==> src/rtl/ppr_pkg.sv <==
`timescale 1ns / 1ps
`default_nettype none

package ppr_pkg;

    // Geometry
    localparam int SLOTS   = 3;
    localparam int MAX_LEN = 64;
    localparam int DEPTH   = SLOTS * MAX_LEN;
    localparam int ADDR_W  = $clog2(DEPTH);
    localparam int IDX_W   = $clog2(MAX_LEN);
    localparam int SIDX_W  = $clog2(SLOTS);

    // Field widths
    localparam int ACTION_W = 2;
    localparam int SLOT_W   = 2;
    localparam int POS_W    = 6;
    localparam int DATA_W   = 16;
    localparam int FRAME_W  = 32;
    localparam int PERIOD_W = 16;
    localparam int LEN_W    = 7;
    localparam int CNT_W    = 2;

    // Configuration port
    localparam int CFG_IDX_W  = 3;
    localparam int CFG_DATA_W = 16;

    localparam logic [CFG_IDX_W-1:0] CFG_SLOT_COUNT     = 3'd0;
    localparam logic [CFG_IDX_W-1:0] CFG_ROTATE_FORWARD = 3'd1;
    localparam logic [CFG_IDX_W-1:0] CFG_PERIOD_SLOT0   = 3'd2;
    localparam logic [CFG_IDX_W-1:0] CFG_PERIOD_SLOT1   = 3'd3;
    localparam logic [CFG_IDX_W-1:0] CFG_PERIOD_SLOT2   = 3'd4;
    localparam logic [CFG_IDX_W-1:0] CFG_LENGTH_SLOT0   = 3'd5;
    localparam logic [CFG_IDX_W-1:0] CFG_LENGTH_SLOT1   = 3'd6;
    localparam logic [CFG_IDX_W-1:0] CFG_LENGTH_SLOT2   = 3'd7;

    typedef enum logic [ACTION_W-1:0] {
        ACT_TICK     = 2'd0,
        ACT_WR_VALUE = 2'd1,
        ACT_WR_ORDER = 2'd2,
        ACT_RD_VALUE = 2'd3
    } action_t;

    // Controller -> datapath
    typedef struct packed {
        logic load_in;
        logic wr_value;
        logic wr_order;
        logic rd_value;
        logic cap_rdata;
        logic slot_clr;
        logic slot_inc;
        logic mod_start;
        logic head_ord;
        logic head_val;
        logic rot_rd;
        logic carry_cap;
        logic rot_wr;
        logic mask_set;
        logic out_load;
    } ppr_cmd_t;

    // Datapath -> controller
    typedef struct packed {
        action_t action;
        logic    slot_active;
        logic    slot_last;
        logic    mod_busy;
        logic    rem_zero;
        logic    rem_last;
    } ppr_status_t;

endpackage

`default_nettype wire

==> src/rtl/ppr_ctrl.sv <==
`timescale 1ns / 1ps
`default_nettype none

module ppr_ctrl (
    input  wire logic                 aclk,
    input  wire logic                 aresetn,
    input  wire logic                 s_valid,
    output logic                      s_ready,
    output logic                      m_valid,
    input  wire logic                 m_ready,
    input  wire ppr_pkg::ppr_status_t st,
    output ppr_pkg::ppr_cmd_t         cmd
);

    typedef enum logic [3:0] {
        ST_IDLE,
        ST_DECODE,
        ST_RD_WAIT,
        ST_SLOT_CHK,
        ST_MOD_RUN,
        ST_HEAD_ORD,
        ST_HEAD_VAL,
        ST_ROT_FIRST,
        ST_ROT_RD,
        ST_ROT_WR,
        ST_NEXT_SLOT,
        ST_FINISH
    } state_t;

    state_t state_reg, state_next;
    logic   m_valid_reg, m_valid_next;
    logic   out_free;

    assign out_free = !m_valid_reg || m_ready;

    always_comb begin
        state_next   = state_reg;
        m_valid_next = m_valid_reg && !m_ready;
        cmd          = '0;
        case (state_reg)
            ST_IDLE: begin
                if (s_valid) begin
                    cmd.load_in = 1'b1;
                    state_next  = ST_DECODE;
                end
            end
            ST_DECODE: begin
                case (st.action)
                    ppr_pkg::ACT_TICK: begin
                        cmd.slot_clr = 1'b1;
                        state_next   = ST_SLOT_CHK;
                    end
                    ppr_pkg::ACT_WR_VALUE: begin
                        cmd.wr_value = 1'b1;
                        state_next   = ST_FINISH;
                    end
                    ppr_pkg::ACT_WR_ORDER: begin
                        cmd.wr_order = 1'b1;
                        state_next   = ST_FINISH;
                    end
                    ppr_pkg::ACT_RD_VALUE: begin
                        cmd.rd_value = 1'b1;
                        state_next   = ST_RD_WAIT;
                    end
                    default: begin
                        state_next = ST_FINISH;
                    end
                endcase
            end
            ST_RD_WAIT: begin
                cmd.cap_rdata = 1'b1;
                state_next    = ST_FINISH;
            end
            ST_SLOT_CHK: begin
                if (st.slot_active) begin
                    cmd.mod_start = 1'b1;
                    state_next    = ST_MOD_RUN;
                end else begin
                    state_next = ST_NEXT_SLOT;
                end
            end
            ST_MOD_RUN: begin
                if (!st.mod_busy) begin
                    state_next = st.rem_zero ? ST_HEAD_ORD : ST_NEXT_SLOT;
                end
            end
            ST_HEAD_ORD: begin
                cmd.head_ord = 1'b1;
                state_next   = ST_HEAD_VAL;
            end
            ST_HEAD_VAL: begin
                cmd.head_val = 1'b1;
                state_next   = ST_ROT_FIRST;
            end
            ST_ROT_FIRST: begin
                cmd.rot_rd    = 1'b1;
                cmd.carry_cap = 1'b1;
                state_next    = ST_ROT_WR;
            end
            ST_ROT_RD: begin
                cmd.rot_rd = 1'b1;
                state_next = ST_ROT_WR;
            end
            ST_ROT_WR: begin
                cmd.rot_wr = 1'b1;
                if (st.rem_last) begin
                    cmd.mask_set = 1'b1;
                    state_next   = ST_NEXT_SLOT;
                end else begin
                    state_next = ST_ROT_RD;
                end
            end
            ST_NEXT_SLOT: begin
                if (st.slot_last) begin
                    state_next = ST_FINISH;
                end else begin
                    cmd.slot_inc = 1'b1;
                    state_next   = ST_SLOT_CHK;
                end
            end
            ST_FINISH: begin
                if (out_free) begin
                    cmd.out_load = 1'b1;
                    m_valid_next = 1'b1;
                    state_next   = ST_IDLE;
                end
            end
            default: begin
                state_next = ST_IDLE;
            end
        endcase
    end

    always_ff @(posedge aclk) begin
        if (!aresetn) begin
            state_reg   <= ST_IDLE;
            m_valid_reg <= 1'b0;
        end else begin
            state_reg   <= state_next;
            m_valid_reg <= m_valid_next;
        end
    end

    assign s_ready = (state_reg == ST_IDLE);
    assign m_valid = m_valid_reg;

endmodule

`default_nettype wire

==> config.mk <==
export PLATFORM = sky130hd
export DESIGN_NAME = ppr_ctrl
export DESIGN_NICKNAME = d
export VERILOG_FILES = /design/src/rtl/ppr_pkg.sv /design/src/rtl/ppr_ctrl.sv
export SDC_FILE = /design/constraint.sdc
export NUM_CORES = 1
export LEC_CHECK = 0
export BUFFER_PORTS_ARGS = -buffer_cell sky130_fd_sc_hd__buf_2
export CORE_MARGIN = 2
export CORE_UTILIZATION = 45
export CTS_BUF_LIST = sky130_fd_sc_hd__clkbuf_4 sky130_fd_sc_hd__clkbuf_8 sky130_fd_sc_hd__clkbuf_16
export CTS_CLUSTER_DIAMETER = 50
export DETAILED_ROUTE_END_ITERATION = 7
export GPL_ROUTABILITY_DRIVEN = 0
export PLACE_DENSITY = 0.85
export SYNTH_ARGS = -nofsm -noshare
export SYNTH_HDL_FRONTEND = slang
export SYNTH_SLANG_ARGS = --single-unit
==> constraint.sdc <==
create_clock -name aclk -period 1.4 [get_ports aclk]
set_input_delay 0.28 -clock aclk [delete_from_list [all_inputs] [get_ports aclk]]
set_output_delay 0.28 -clock aclk [all_outputs]
set_load 0.01 [all_outputs]
After elaboration in Yosys (flattened, before gate mapping). Index checks and enable logic that the tools add are counted.

Flip-flop bits (word level): 5. Output and inout bits: 17. Word-level logic and storage cells: 60.

Eq/ne operators: 17. Muxes and demuxes: 32. Reductions and logical operators: 9.

Operators with widths (number): case mux 4 bit (11 select lines) (1); 2-to-1 mux 4 bit (6); 2-to-1 mux 1 bit (21); equality test 4 x 3 -> 1 bit (second input constant) (4); equality test 4 bit (second input constant) (4); case mux 4 bit (3 select lines) (1); equality test 4 x 2 -> 1 bit (second input constant) (2); != test 2 bit (second input constant) (3); equality test 2 bit (second input constant) (2); equality test 4 x 1 -> 1 bit (second input constant) (1); logical NOT 4 bit (1); 2-to-1 mux 2 bit (2); OR reduction 2 bit (2); 2-to-1 mux 3 bit (1); AND reduction 3 bit (1); equality test 2 x 1 -> 1 bit (second input constant) (1); logical NOT 1 bit (2); logical NOT 2 bit (1); logical AND 1 bit (1); logical OR 1 bit (1).

Depth between registers and ports, before layout.
Depth after elaboration: 4. Mapped depth: 6.

Worst setup path before layout. OpenSTA, ideal clock, no wires.

Path kind: reg-to-output. Start: reg state_reg[2]. End: out cmd[14] (netlist name). Stages on the path, launching flop included: 5. Path slack: -0.212 ns. Arrival time: 1.332 ns. Required time: 1.120 ns. Buffers on the path: 2. Cells stage by stage: dfxtp_1 > buf_2 > buf_2 > nor4_1 > and2_1.

RTL lines: from (decl) (RTL line ppr_ctrl.sv:30) `state_t state_reg, state_next;`; from (signal assigned) (RTL line ppr_ctrl.sv:139) `state_reg <= state_next;`; to (decl) (RTL line ppr_ctrl.sv:12) `output ppr_pkg::ppr_cmd_t cmd`.

==> results.txt <==
The netlist uses 35 different library cells. The half-perimeter wire length after placement came out at 1.23 mm. Leaving out fill and tap cells, the most frequent cell in the layout is sky130_fd_sc_hd__buf_2. The number of placed instances, taps included, is about 130. The internal cell power came out at 1180 uW. The total iterations of the first detailed-routing run is 4. The number of hold violations in the final report is 0. The number of clock sinks came out at 5. The post-synth design cell area came out at around 600 um^2.

The part of the power in the clock network came out at 0.089. The first global-routing pass estimated between 2 and 3 mm of wire. The post-route cell area came out at between 1000 and 1500 um^2.

The number of routed nets with antenna violations came out at 0. The routed design could run at a clock period as short as 1.61 ns. The TritonCTS clock tree is built. The net load switching power came out at ~940 uW. The number of flip-flops under the largest register name is 4. The worst setup path is captured at a primary output. The max-slew violation count came out at 0.

The wire length per cell came out at around 19 um. The average instance area after synthesis came out at between 7 and 8 um^2. The sequential power share is 0.172. The startpoint type of the worst setup path is a register.

The CTS clock-pin slew for the worst setup and hold paths came out at approximately 0.05 ns. For this run, the post-layout net count is 145. The part of the Yosys area used for sequential elements is 0.165.

The worst hold path stage count is 2. The leakage component of the power came out at approximately 0.00056 uW. The count of warnings emitted by yosys is 0.

The post-place setup slack came out at -0.0160 ns. The die extent in y came out at 40.7 um. The synthesized flop and latch total is 5.

Setup violations remaining at the end of the flow were counted as 18. The max-slew headroom at the worst pin is 0.847. For the worst-skew pair, the clock arrives at the later sink with an insertion delay of between 0.2 and 0.3 ns. The worst hold path startpoint is aresetn. The via count of the first global-routing pass came to 691. The effective utilization at floorplan came out at 0.471. Static timing analysis puts the maximum clock frequency at around 620 MHz.

The number of buffers between clock root and the deepest sink is 2. Across all setup checks in the final design, the least slack found is -0.211 ns. The overall track demand over capacity in global routing is 0.255. After detailed placement, the total cell area comes to about 790 um^2. The pin count of the biggest net entering global routing came out at 12.

The checks that failed: setup timing. The category of the most critical setup path is register to primary output. Of the total power, the share spent switching nets is 0.443. The maximum vdd ir drop came out at between 1000 and 1500 uV. The detail-routed via count per cell came out at between 6 and 7. The number of antenna diodes in the final layout is 0. The total area inside the core boundary comes to 1280 um^2.

The post-route DRC violation count came out at 0. The number of clock buffers added by TritonCTS is 3. The die covers roughly 1700 um^2. For the worst setup path, the data arrival time is approximately 1.3 ns. The worst setup skew after layout came out at roughly 0.0090 ns. The number of cells traversed by the worst register-to-register path is 5. The run finished, with violations left. The design draws approximately 2100 uW.

Across the run, the number of max-cap violations was 0. The filler cell count is 79. Setup repair after global routing could not meet its margin everywhere. The final cell count without fillers came out at around 140. In this run the clock root is driven by a sky130_fd_sc_hd__clkbuf_4. The min-delay analysis places its worst path in the category primary input to register. The power density over cell area is approximately 2000 nW/um^2. The number of levels in the clock H-tree came out at 1. The share of total power in combinational logic is 0.739. In this run the worst path has a maximum fanout of 7. The count of buffers added on input and output ports is 27. The overall routed net length came out at around 2.8 mm. The number of nets produced by synthesis is between 100 and 150. The ratio of cells with drive above 1 in the final layout is 0.597. The number of standard-cell rows in the floorplan is 13. The floorplan step set the die width to ~40 um. The detailed router placed 880 vias in this run. The setup slack on the worst flop-to-flop path is -0.03 ns. Synthesis handed over a netlist of 86 instances. The worst-margin pin slew came out at approximately 0.23 ns.

In this run the critical register-to-register path is captured at state_reg[0]. The total overflow reported by the global router came out at 0. The startpoint identified for the worst register-to-register timing path is state_reg[3].

The top cell types in the final layout, fill and taps aside, are 25 x sky130_fd_sc_hd__buf_2, 12 x sky130_fd_sc_hd__buf_4, 7 x sky130_fd_sc_hd__nand2_1, 7 x sky130_fd_sc_hd__buf_6. The number of top-level pins is 28. The worst hold slack after final layout is roughly 0.31 ns.

The synthesis-to-layout area growth is 78.5%. The initial antenna violation count is 0. For hold timing, the worst endpoint is state_reg[3].

The data required time at the worst endpoint came out at 1.12 ns. The period utilization came out at 1.15. The first-iteration detailed-routing DRC count came out at 58.
-- cell usage after synthesis --
cell                       number  area, um^2
sky130_fd_sc_hd__a211oi_1       1        7.51
sky130_fd_sc_hd__a21boi_0       1        7.51
sky130_fd_sc_hd__a21o_1         3        22.5
sky130_fd_sc_hd__a21oi_1        6        30.0
sky130_fd_sc_hd__a32o_1         1        10.0
sky130_fd_sc_hd__and2_0         1        6.26
sky130_fd_sc_hd__and2_1         3        18.8
sky130_fd_sc_hd__and3_1         4        25.0
sky130_fd_sc_hd__and4_1         1        8.76
sky130_fd_sc_hd__buf_2          5        25.0
sky130_fd_sc_hd__buf_4          1        7.51
sky130_fd_sc_hd__buf_6          1        11.3
sky130_fd_sc_hd__dfxtp_1        5         100
sky130_fd_sc_hd__ha_1           4        50.1
sky130_fd_sc_hd__inv_1          5        18.8
sky130_fd_sc_hd__mux2i_1        1        10.0
sky130_fd_sc_hd__nand2_1        7        26.3
sky130_fd_sc_hd__nand2b_1       6        37.5
sky130_fd_sc_hd__nand3_1        1        5.00
sky130_fd_sc_hd__nand3b_1       3        22.5
sky130_fd_sc_hd__nand4_1        1        6.26
sky130_fd_sc_hd__nand4b_1       1        8.76
sky130_fd_sc_hd__nor2_1         6        22.5
sky130_fd_sc_hd__nor2_2         1        6.26
sky130_fd_sc_hd__nor2b_1        3        18.8
sky130_fd_sc_hd__nor3_1         3        15.0
sky130_fd_sc_hd__nor3b_1        1        7.51
sky130_fd_sc_hd__nor4_1         1        6.26
sky130_fd_sc_hd__o211a_1        1        10.0
sky130_fd_sc_hd__o21a_1         1        7.51
sky130_fd_sc_hd__o21ai_0        2        10.0
sky130_fd_sc_hd__o21ai_1        1        5.00
sky130_fd_sc_hd__o311a_1        1        10.0
sky130_fd_sc_hd__o31ai_1        2        15.0
sky130_fd_sc_hd__or3_1          1        6.26
-- stage by stage --
stage / utilization / TNS (ns)
2_1_floorplan: - / 0
3_3_place_gp: 0.611 / 0
3_5_place_dp: 0.611 / -0.0215
4_1_cts: 0.756 / -0.731
5_1_grt: 0.841 / -2.78
6_report: 0.841 / -2.06
-- repair_timing --
item / 4_1_cts / 5_1_grt
resized for setup: 24 / 18
pin swaps: 10 / 11
cloned: 1 / 0
hold buffers: 0 / 0
setup buffers: 5 / 6
endpoints found under the setup margin: 17 / 19
-- area by class of cell --
cell class,count,area (um^2),area share
well taps,15,18.8,0.0174
clock buffers,4,30.0,0.0278
repair buffers,46,342,0.316
inverters,5,18.8,0.0174
flip-flops and latches,5,115,0.106
multi-input cells,69,557,0.515
-- power by group through the flow --
stage,sequential [uW],combinational (uW),clock [uW]
floorplan,211,748,0
global route,361,1660,203
detailed placement,290,907,0
CTS,343,1250,188
global placement,288,882,0
finish,366,1570,188
-- critical path: stages (launching register included) --
cell                      delay [ns]
sky130_fd_sc_hd__dfxtp_4        0.38
sky130_fd_sc_hd__buf_6          0.13
sky130_fd_sc_hd__nor2_2         0.19
sky130_fd_sc_hd__and3_1         0.22
sky130_fd_sc_hd__buf_2          0.16
-- cell families (layout without fill, tap and decap cells) --
family | after synthesis | count (layout) | share of synthesized area
simple gates | 44 | 44 | 0.409
fa+ha+maj | 4 | 4 | 0.0826
mux | 1 | 1 | 0.0165
flops | 5 | 5 | 0.165
compound gates | 20 | 20 | 0.223
buf+inv | 12 | 55 | 0.103
-- worst max-delay path by stage --
stage / startpoint / endpoint / slack [ns]
after floorplan: state_reg[1] / cmd[14] / 0.008
after global placement: state_reg[3] / cmd[1] / 0.01
after detailed placement: state_reg[0] / state_reg[3] / -0.02
after CTS: state_reg[2] / cmd[14] / -0.13
after global routing: state_reg[2] / cmd[11] / -0.23
final: state_reg[2] / cmd[11] / -0.21
-- metal layers --
| layer | part of all wire | GRT usage | vias up |
|---|---|---|---|
| met5 | 0 | 0 | - |
| met4 | 0.033 | 0.183 | 0 |
| met3 | 0.064 | 0.0489 | 10 |
| met2 | 0.50 | 0.425 | 63 |
| met1 | 0.40 | 0.288 | 422 |
| li1 | - | - | 385 |
No activity file was read; power rests on OpenSTA's default activity.
